**src/ahc_pkg.sv**
```systemverilog
// Shared types and constants for the ACPI host command handler.
// No dependencies; compile before the interfaces and modules.
package ahc_pkg;

	localparam logic [7:0] CMD_READ      = 8'h80;
	localparam logic [7:0] CMD_WRITE     = 8'h81;
	localparam logic [7:0] CMD_BURST_EN  = 8'h82;
	localparam logic [7:0] CMD_BURST_DIS = 8'h83;
	localparam logic [7:0] CMD_QUERY     = 8'h84;
	localparam logic [7:0] BURST_ACK     = 8'h90;

	typedef struct packed {
		logic [2:0] req_type;
		logic [7:0] payload;
	} ahc_req_t;

	typedef struct packed {
		logic       out_valid;
		logic [7:0] out_byte;
		logic       sci_pulse;
		logic       read_req;
		logic       write_req;
		logic [7:0] space_addr;
		logic [7:0] space_wdata;
		logic       burst_flag;
		logic       sci_pending_flag;
		logic       sci_accepted;
	} ahc_rsp_t;

endpackage

```
**src/ahc_ifs.sv**
```systemverilog
// Valid/ready channel interfaces for requests and results.
// Depends on ahc_pkg for the payload structs.
interface ahc_req_if;
	logic             valid;
	logic             ready;
	ahc_pkg::ahc_req_t item;

	modport source (output valid, output item, input ready);
	modport sink (input valid, input item, output ready);
endinterface

interface ahc_rsp_if;
	logic             valid;
	logic             ready;
	ahc_pkg::ahc_rsp_t item;

	modport source (output valid, output item, input ready);
	modport sink (input valid, input item, output ready);
endinterface

```
**src/acpi_ec_host_command_handler.sv**
```systemverilog
// Top level of the ACPI host command handler: input register, protocol logic, result register.
// Depends on ahc_pkg and the channel interfaces in ahc_ifs.sv.
//
//  channel | modport | payload   | transaction
//  req     | sink    | ahc_req_t | host command/data, buffer free, raise SCI, read return
//  rsp     | source  | ahc_rsp_t | output byte, SCI pulse, space request, status
//
// Every request yields one result, offered on rsp once it has passed the input register and the
// result register. One request is accepted per cycle while rsp is not stalled; the protocol
// state updates as an item enters the result register, so consecutive items see each other's
// effects.
// A stalled result holds; the input register still takes one more request behind it.
// arst_n clears the protocol mode, queue, burst and pending bits and both valid flags.
module acpi_ec_host_command_handler (
	input  logic         clk,
	input  logic         arst_n,
	ahc_req_if.sink      req,
	ahc_rsp_if.source    rsp
);
	import ahc_pkg::*;

	localparam logic [2:0] REQ_CMD   = 3'd0;
	localparam logic [2:0] REQ_DATA  = 3'd1;
	localparam logic [2:0] REQ_OBF   = 3'd2;
	localparam logic [2:0] REQ_SCI   = 3'd3;
	localparam logic [2:0] REQ_RDRET = 3'd4;

	localparam logic [2:0] MODE_IDLE    = 3'd0;
	localparam logic [2:0] MODE_SEND    = 3'd1;
	localparam logic [2:0] MODE_RD_ADDR = 3'd2;
	localparam logic [2:0] MODE_WR_ADDR = 3'd3;
	localparam logic [2:0] MODE_WR_DATA = 3'd4;
	localparam logic [2:0] MODE_RD_WAIT = 3'd5;

	logic       valid_s1;
	ahc_req_t   item_s1;
	logic       rsp_valid_q;
	ahc_rsp_t   rsp_q;
	logic       adv;

	logic [2:0] mode_q, mode_n;
	logic [7:0] held_q, held_n;
	logic [7:0] queued_q, queued_n;
	logic       burst_q, burst_n;
	logic       pending_q, pending_n;
	ahc_rsp_t   res;

	assign adv       = valid_s1 && (!rsp_valid_q || rsp.ready);
	assign req.ready = !valid_s1 || adv;
	assign rsp.valid = rsp_valid_q;
	assign rsp.item  = rsp_q;

	always_comb begin
		mode_n    = mode_q;
		held_n    = held_q;
		queued_n  = queued_q;
		burst_n   = burst_q;
		pending_n = pending_q;
		res       = '0;
		case (item_s1.req_type)
			REQ_CMD: begin
				mode_n = MODE_IDLE;
				case (item_s1.payload)
					CMD_READ: begin
						mode_n        = MODE_RD_ADDR;
						res.sci_pulse = 1'b1;
					end
					CMD_WRITE: begin
						mode_n        = MODE_WR_ADDR;
						res.sci_pulse = 1'b1;
					end
					CMD_BURST_EN: begin
						burst_n = 1'b1;
						mode_n  = MODE_SEND;
						held_n  = BURST_ACK;
					end
					CMD_BURST_DIS: begin
						burst_n       = 1'b0;
						res.sci_pulse = 1'b1;
					end
					CMD_QUERY: begin
						pending_n = 1'b0;
						mode_n    = MODE_SEND;
						held_n    = queued_q;
						queued_n  = '0;
					end
					default: begin
						mode_n = MODE_IDLE;
					end
				endcase
			end
			REQ_DATA: begin
				case (mode_q)
					MODE_RD_ADDR: begin
						mode_n         = MODE_RD_WAIT;
						res.read_req   = 1'b1;
						res.space_addr = item_s1.payload;
					end
					MODE_WR_ADDR: begin
						mode_n        = MODE_WR_DATA;
						held_n        = item_s1.payload;
						res.sci_pulse = 1'b1;
					end
					MODE_WR_DATA: begin
						mode_n          = MODE_IDLE;
						res.write_req   = 1'b1;
						res.space_addr  = held_q;
						res.space_wdata = item_s1.payload;
						res.sci_pulse   = 1'b1;
					end
					default: begin
						mode_n = MODE_IDLE;
					end
				endcase
			end
			REQ_OBF: begin
				if (mode_q == MODE_SEND) begin
					mode_n        = MODE_IDLE;
					res.out_valid = 1'b1;
					res.out_byte  = held_q;
					res.sci_pulse = 1'b1;
				end
			end
			REQ_SCI: begin
				pending_n     = 1'b1;
				res.sci_pulse = 1'b1;
				if (queued_q == '0) begin
					queued_n         = item_s1.payload;
					res.sci_accepted = 1'b1;
				end
			end
			REQ_RDRET: begin
				if (mode_q == MODE_RD_WAIT) begin
					mode_n = MODE_SEND;
					held_n = item_s1.payload;
				end
			end
			default: begin
				mode_n = mode_q;
			end
		endcase
		res.burst_flag       = burst_n;
		res.sci_pending_flag = pending_n;
	end

	always_ff @(posedge clk or negedge arst_n) begin
		if (!arst_n) begin
			valid_s1    <= 1'b0;
			rsp_valid_q <= 1'b0;
			mode_q      <= MODE_IDLE;
			held_q      <= '0;
			queued_q    <= '0;
			burst_q     <= 1'b0;
			pending_q   <= 1'b0;
		end else begin
			if (req.valid && req.ready) begin
				valid_s1 <= 1'b1;
			end else if (adv) begin
				valid_s1 <= 1'b0;
			end
			if (adv) begin
				rsp_valid_q <= 1'b1;
				mode_q      <= mode_n;
				held_q      <= held_n;
				queued_q    <= queued_n;
				burst_q     <= burst_n;
				pending_q   <= pending_n;
			end else if (rsp.ready) begin
				rsp_valid_q <= 1'b0;
			end
		end
	end

	always_ff @(posedge clk) begin
		if (req.valid && req.ready) begin
			item_s1 <= req.item;
		end
		if (adv) begin
			rsp_q <= res;
		end
	end

endmodule

```
**src/flat_wrapper.sv**
```systemverilog
// flat-port wrapper written by rule: the top's interface ports become plain ports
module acpi_ec_host_command_handler_flat import ahc_pkg::*;
  (clk, arst_n, req_valid, req_item, req_ready, rsp_valid, rsp_item, rsp_ready);
  ahc_req_if req_i ();
  ahc_rsp_if rsp_i ();
  input  logic clk;
  input  logic arst_n;
  input wire logic [$bits(req_i.valid)-1:0] req_valid;
  input wire logic [$bits(req_i.item)-1:0] req_item;
  output wire logic [$bits(req_i.ready)-1:0] req_ready;
  output wire logic [$bits(rsp_i.valid)-1:0] rsp_valid;
  output wire logic [$bits(rsp_i.item)-1:0] rsp_item;
  input wire logic [$bits(rsp_i.ready)-1:0] rsp_ready;
  assign req_i.valid = req_valid;
  assign req_i.item = req_item;
  assign req_ready = req_i.ready;
  assign rsp_valid = rsp_i.valid;
  assign rsp_item = rsp_i.item;
  assign rsp_i.ready = rsp_ready;
  acpi_ec_host_command_handler u_core (.clk(clk), .arst_n(arst_n), .req(req_i), .rsp(rsp_i));
endmodule
```
**config.mk**
```make
export PLATFORM = sky130hd
export DESIGN_NAME = acpi_ec_host_command_handler_flat
export DESIGN_NICKNAME = d
export VERILOG_FILES = /design/src/ahc_pkg.sv /design/src/ahc_ifs.sv /design/src/acpi_ec_host_command_handler.sv /design/src/flat_wrapper.sv
export SDC_FILE = /design/constraint.sdc
export NUM_CORES = 1
export LEC_CHECK = 0
export BUFFER_PORTS_ARGS = -buffer_cell sky130_fd_sc_hd__buf_2
export CORE_MARGIN = 4
export CORE_UTILIZATION = 50
export CTS_CLUSTER_DIAMETER = 100
export DETAILED_ROUTE_END_ITERATION = 12
export PLACE_DENSITY = 0.75
export SKIP_LAST_GASP = 1
export SLEW_MARGIN = 5
export SYNTH_ARGS = -nofsm -noshare
export SYNTH_HDL_FRONTEND = slang
export SYNTH_SLANG_ARGS = --single-unit
```
**constraint.sdc**
```tcl
create_clock -name clk -period 1.85 [get_ports clk]
set_input_delay 0.37 -clock clk [delete_from_list [all_inputs] [get_ports clk]]
set_output_delay 0.37 -clock clk [all_outputs]
set_load 0.05 [all_outputs]
```
==> run metrics, run 1 <==
status finished, violations left; failing checks negative hold slack; Max Cap Viol 0; Critical Setup Path Class reg2reg; CTS H-tree depth 3; DRT Wirelength 5450 um; dpl ws 18.1 ps; Initial Util 52.2%; Total GRT Usage 15.9%; routed vias/inst 5.26; Yosys cell types 44; Synth Area in Compound Gates 11.1%; final setup margin 50.1 ps; Sum Neg Setup Slack 0 ps; Worst Tran Pin Value 520 ps; Mapped Area 2910 sq um; Finish-stage setup viols 0; XOR/XNOR Fraction of Synth Area 0.904%; largest net degree at the start of global routing 24; CORE AREA 5570 sq um; first-pass GRT wire length 8760 um; layout cells sized above 1 34.8%; Yosys reg bits 65; Hold Vio Cnt, Final 2; # DRC 0; global route total overflow 0; TritonCTS clock tree done; pwr dens 982 nW/um^2; # port buffers 47; number of flops mapped to enable cells by yosys 42; minimum clock period 1800 ps; vias in the first global route 1,760; final hold slack -1.19 ps; DIE WIDTH 84.3 um; routed len/inst 14.8 um; worst vdd ir 722 uV; initial antenna violation count 0; Setup crit end kind flop; leak pwr 1.50 nW; Clock Root Buffer clkbuf_8; Warnings, synthesis 0; CTS Buffer Depth 2; multiplexer share of the synthesized area 4.82%; FMAX 556 MHz; startpoint types flop; final worst-path cycle share 97.3%; Pre-antenna DRT Iters 4; worst-path maximum fanout 8; Syn Area/Cell 13.1 sq um; Hold Path Class in2async; TritonCTS Sinks 65; Fin Clk Skew 9.11 ps; most common cell after layout, fill and taps aside buf_2; Inserted Clock Buffers 9; post-cts hold buffer count 0; Arr. time, crit path 2020 ps; Worst-Skew Late Latency 340 ps; final antenna-violating net count 0; HPWL after DPL 3950 um; Reg clk slew, reported paths 70 ps; GPL Wtd Cong 0.857; Net Count, Synth 237; area share of fa/ha/maj cells after synthesis 0%; RSZ-0062 raised after global routing true; Die ar. 7100 sq um; max_slew headroom 65.3%; largest family of logic cells by synthesized area simple AND/OR/NAND/NOR gates; Area growth, synth to finish 22.5%; Synth Flop Type edfxtp_1; die extent in y 84.3 um; Pins Over Slew Limit 0; commonest cells after routing, fill and taps aside buf_2, edfxtp_1, dfrtp_1; Post-Synthesis Cells 222; fin nets 306; antenna diode count 0; Iter 0 DRT Violations 94; ys async rst share 35.4%; Seq/Total Area, Yosys 63.2%; Cell Rows 27; required time of the critical path 2070 ps; via count 1,937; io pins 48; Synth Area in Simple Gates 17.1%
[synth_stat cells, types with 2 or more instances]
library cell	n	area [sq um]
xor2_1	2	17.5
nand2b_1	6	37.5
or4_1	2	15.0
dfrtp_1	23	576
a22o_1	14	123
and2_1	17	106
o21ai_0	8	40.0
and3_1	3	18.8
nor3_2	2	20.0
nor2_1	5	18.8
mux2i_1	5	50.1
buf_2	5	25.0
nor3_1	4	20.0
o22ai_1	2	12.5
edfxtp_1	42	1260
nor3b_1	3	22.5
o21ai_1	10	50.1
inv_1	8	30.0
mux2_2	2	22.5
nand3_1	2	10.0
a21oi_1	2	10.0
nand2_1	21	78.8
nand3b_1	4	30.0
a31oi_1	2	12.5
clkbuf_1	3	11.3
and4_1	2	17.5
mux2_1	6	67.6
[worst paths after layout]
path / from / endpoint / slack, ps / cells after the start
setup / recovery: u_core.item_s1[3]$_DFFE_PP_ / u_core.held_q[2]$_DFFE_PN0P_ / 50 / 5
hold / removal: arst_n / u_core.valid_s1$_DFFE_PN0P_ / -1 / 1
setup reg to reg: u_core.item_s1[3]$_DFFE_PP_ / u_core.held_q[2]$_DFFE_PN0P_ / 50 / 5
hold reg to reg: u_core.valid_s1$_DFFE_PN0P_ / u_core.rsp.valid$_DFFE_PN0P_ / 510 / 1
max in group asynchronous: arst_n / u_core.rsp.valid$_DFFE_PN0P_ / 1480 / 1
min in group clk: req_item[4] / u_core.item_s1[4]$_DFFE_PP_ / 200 / 1
[cells by family after synthesis]
group,after synthesis
xor+xnor,3
flops,65
mux,13
simple gates,80
buf+inv,18
compound gates,43
[report_power, final]
group          switching (mW)  total, mW  internal [mW]
combinational           0.361      0.526          0.164
sequential             0.0838       1.76           1.68
clock                   0.575       1.21          0.635
[layer usage]
| layer | GRT usage, % | share of wire, % |
|---|---|---|
| met1 | 21.4 | 45 |
| met2 | 24.2 | 47 |
| met3 | 3.73 | 5.8 |
| met4 | 7.89 | 1.9 |
| met5 | 0 | 0 |
[registers in the layout (all words and copies together) (netlist names)]
register / cells
u_core.item_s1: 11
u_core.rsp.valid: 1
u_core.burst_q: 1
u_core.held_q: 8
u_core.pending_q: 1
u_core.queued_q: 8
u_core.valid_s1: 1
u_core.rsp.item: 31
u_core.mode_q: 3
[critical path, stage by stage (launching register included)]
cell	delay [ps]
edfxtp_1	430
nor4_4	350
nand2_2	150
o31ai_4	270
nand2_4	130
mux2_1	340
[per-stage QoR]
step	std cells	area [sq um]	utilization, %	total power, mW	hold slack, ps
floorplan	222	2930	-	2.15	74.4
global placement	346	3310	59.3	2.29	375
detailed placement	346	3310	59.3	2.31	380
CTS	362	3510	63.0	3.51	14.6
global route	368	3560	63.9	3.66	27.5
finish	368	3560	63.9	3.50	-1.19
[layout make-up]
type                       instances  area, sq um
fill                             421         2010
sequential                        65         1840
multi-input combinational        139         1010
timing repair buffer              68          393
clock buffer                       9          124
tap                               72         90.1
clock inverter                     7         77.6
inverter                           8         33.8
[what timing repair did]
action                     CTS  global route
gates resized for setup      0             2
buffers inserted             0             6
setup endpoints to repair    0            15
Note: power is estimated with default switching activity, not from simulation.
==> run 2: changes to the inputs <==
--- a/config.mk
+++ b/config.mk
@@ -6,11 +6,12 @@
 export NUM_CORES = 1
 export LEC_CHECK = 0
 export BUFFER_PORTS_ARGS = -buffer_cell sky130_fd_sc_hd__buf_2
-export CORE_MARGIN = 4
-export CORE_UTILIZATION = 50
+export CELL_PAD_IN_SITES_DETAIL_PLACEMENT = 0
+export CELL_PAD_IN_SITES_GLOBAL_PLACEMENT = 1
+export CORE_UTILIZATION = 41
 export CTS_CLUSTER_DIAMETER = 100
 export DETAILED_ROUTE_END_ITERATION = 12
-export PLACE_DENSITY = 0.75
+export PLACE_DENSITY_LB_ADDON = 0.1
 export SKIP_LAST_GASP = 1
 export SLEW_MARGIN = 5
 export SYNTH_ARGS = -nofsm -noshare
==> run 2 against run 1 <==
- the flow now finishes without violations
- global-route usage grew 0.77 points
- sequential power about the same
- power is 0.67% higher
- first-iteration DRC count shrank 5.3%
- core utilization shrank 10 points
- clock power about the same
- sequential share of layout area decreased by 1.4 points
- flip-flop and latch count is the same
- largest power group unchanged
==> run metrics, run 2 (same netlist as run 1, synthesis figures left out) <==
status complete, no violations; Hold Path Class in2async; Hold Vio Cnt, Final 0; RSZ-0062 raised after global routing true; die extent in y 86.2 um; Sum Neg Setup Slack 0 ps; fill count 618; final worst-path cycle share 97.7%; start point of the critical path u_core.item_s1[3]$_DFFE_PP_; via count 1,927; final setup margin 42.6 ps; Comb pwr share 15.5%; minimum clock period 1810 ps; Iter 0 DRT Violations 89; HPWL after DPL 4030 um; RR Endpoint u_core.rsp.item[21]$_DFFE_PP_; final hold slack 12.0 ps; # DRC 0; switch share 29.2%; final antenna-violating net count 0; layout cells sized above 1 37.0%; Max Cap Viol 0; CORE AREA 6830 sq um; pwr dens 961 nW/um^2; max incr delay on CP 430 ps; critical-path cell list nor4_4, nand2_2, buf_4, nor2_1, buf_4, nand3_1, a31oi_1; required time of the critical path 2010 ps; Area growth, synth to finish 26.0%; Reg clk slew, reported paths 80 ps; internal power 2.49 mW; dpl ws 40.0 ps; # port buffers 47; # placed instances 375; Setup crit end kind flop; fin cells 399; max reg flops 31; FMAX 553 MHz; commonest cells after routing, fill and taps aside buf_2, edfxtp_1, buf_4; sequential share of power 50.1%; Inserted Clock Buffers 9; post-route design area 3660 sq um; Die ar. 7430 sq um; Fin Clk Skew 12.9 ps; global route total overflow 0; max_slew headroom 62.7%; Pre-antenna DRT Iters 4; initial antenna violation count 0; Critical Setup Path Class reg2reg; dpl cell area 3390 sq um; first-pass GRT wire length 9050 um; GPL Wtd Cong 0.792; Critical-path top delay cell edfxtp_1; crit path to u_core.rsp.item[21]$_DFFE_PP_; Finish-stage setup viols 0; Cell Rows 30; Pins Over Slew Limit 0; TritonCTS Sinks 65; Total GRT Usage 16.7%; startpoint types flop; Core Util, Final 53.6%; Worst Tran Pin Value 559 ps; Arr. time, crit path 1970 ps; overall power 3.52 mW; Clock Root Buffer clkbuf_8; DRT Wirelength 5580 um; worst reg-to-reg setup slack 40 ps; CTS Buffer Depth 2; FF-to-FF path depth 7; reg2reg start u_core.item_s1[3]$_DFFE_PP_; sw power 1.03 mW; fin nets 313; vias in the first global route 1,795; io pins 48; CTS H-tree depth 3; CP most frequent cell buf_4; Worst-Skew Late Latency 340 ps; largest net degree at the start of global routing 25; DIE WIDTH 86.2 um; TritonCTS clock tree done; routed len/inst 14.0 um; Clock Power Share 34.4%; worst-path maximum fanout 5; antenna diode count 0; leak pwr 1.55 nW; post-cts hold buffer count 0; routed vias/inst 4.83; worst vdd ir 586 uV; Initial Util 42.6%; most common cell after layout, fill and taps aside buf_2
## run 2: changes by cell type in the layout (fill, tap and decap cells not counted), sizes merged
| cell | change |
|---|---|
| buf | +7 |
| clkinv | +1 |
| inv | -1 |
## run 2: critical path: cells and delay by family (launching register included)
| kind | cells | cell delay [ps] |
|---|---|---|
| flip-flops | 1 | 430 |
| buffers and inverters | 2 | 310 |
| AND/OR/NAND/NOR | 4 | 690 |
| AO/OA/AOI/OAI | 1 | 210 |
## run 2: area by class of cell
class | count | area (sq um) | area share [%]
timing repair buffer | 75 | 458 | 12.5
clock buffer | 9 | 124 | 3.38
clock inverter | 7 | 77.6 | 2.12
multi-input combinational | 139 | 1010 | 27.7
inverter | 8 | 33.8 | 0.922
sequential | 65 | 1840 | 50.2
tap | 96 | 120 | 3.28
## run 2: metal layers
metal / routed length, um / global-route usage, % / up-vias
li1: - / - / 976
met1: 2800 / 22.9 / 898
met2: 2540 / 25.1 / 44
met3: 148 / 3.43 / 9
met4: 99 / 8.64 / 0
met5: 0 / 0 / -
## run 2: worst min path at each step
| stage | slack (ps) | endpoint | startpoint |
|---|---|---|---|
| 6_report | 10 | u_core.valid_s1$_DFFE_PN0P_ | arst_n |
| 5_1_grt | 40 | u_core.held_q[6]$_DFFE_PN0P_ | arst_n |
| 4_1_cts | 20 | u_core.mode_q[2]$_DFFE_PN0P_ | arst_n |
| 3_5_place_dp | 390 | u_core.mode_q[2]$_DFFE_PN0P_ | arst_n |
| 3_3_place_gp | 400 | u_core.valid_s1$_DFFE_PN0P_ | arst_n |
| 2_1_floorplan | 70 | u_core.burst_q$_DFFE_PN0P_ | arst_n |
## run 2: timing repair
item                                   4_1_cts  5_1_grt
setup endpoints to repair                    0       19
endpoints found under the hold margin        0        0
setup buffers                                0        8
gates resized for setup                      0        4
## run 2: power by group through the flow
stage	clock network [mW]	logic [mW]	registers, mW
floorplan	0	0.215	1.94
global placement	0	0.531	1.79
detailed placement	0	0.535	1.80
CTS	1.25	0.536	1.77
global route	1.31	0.587	1.78
finish	1.21	0.545	1.76
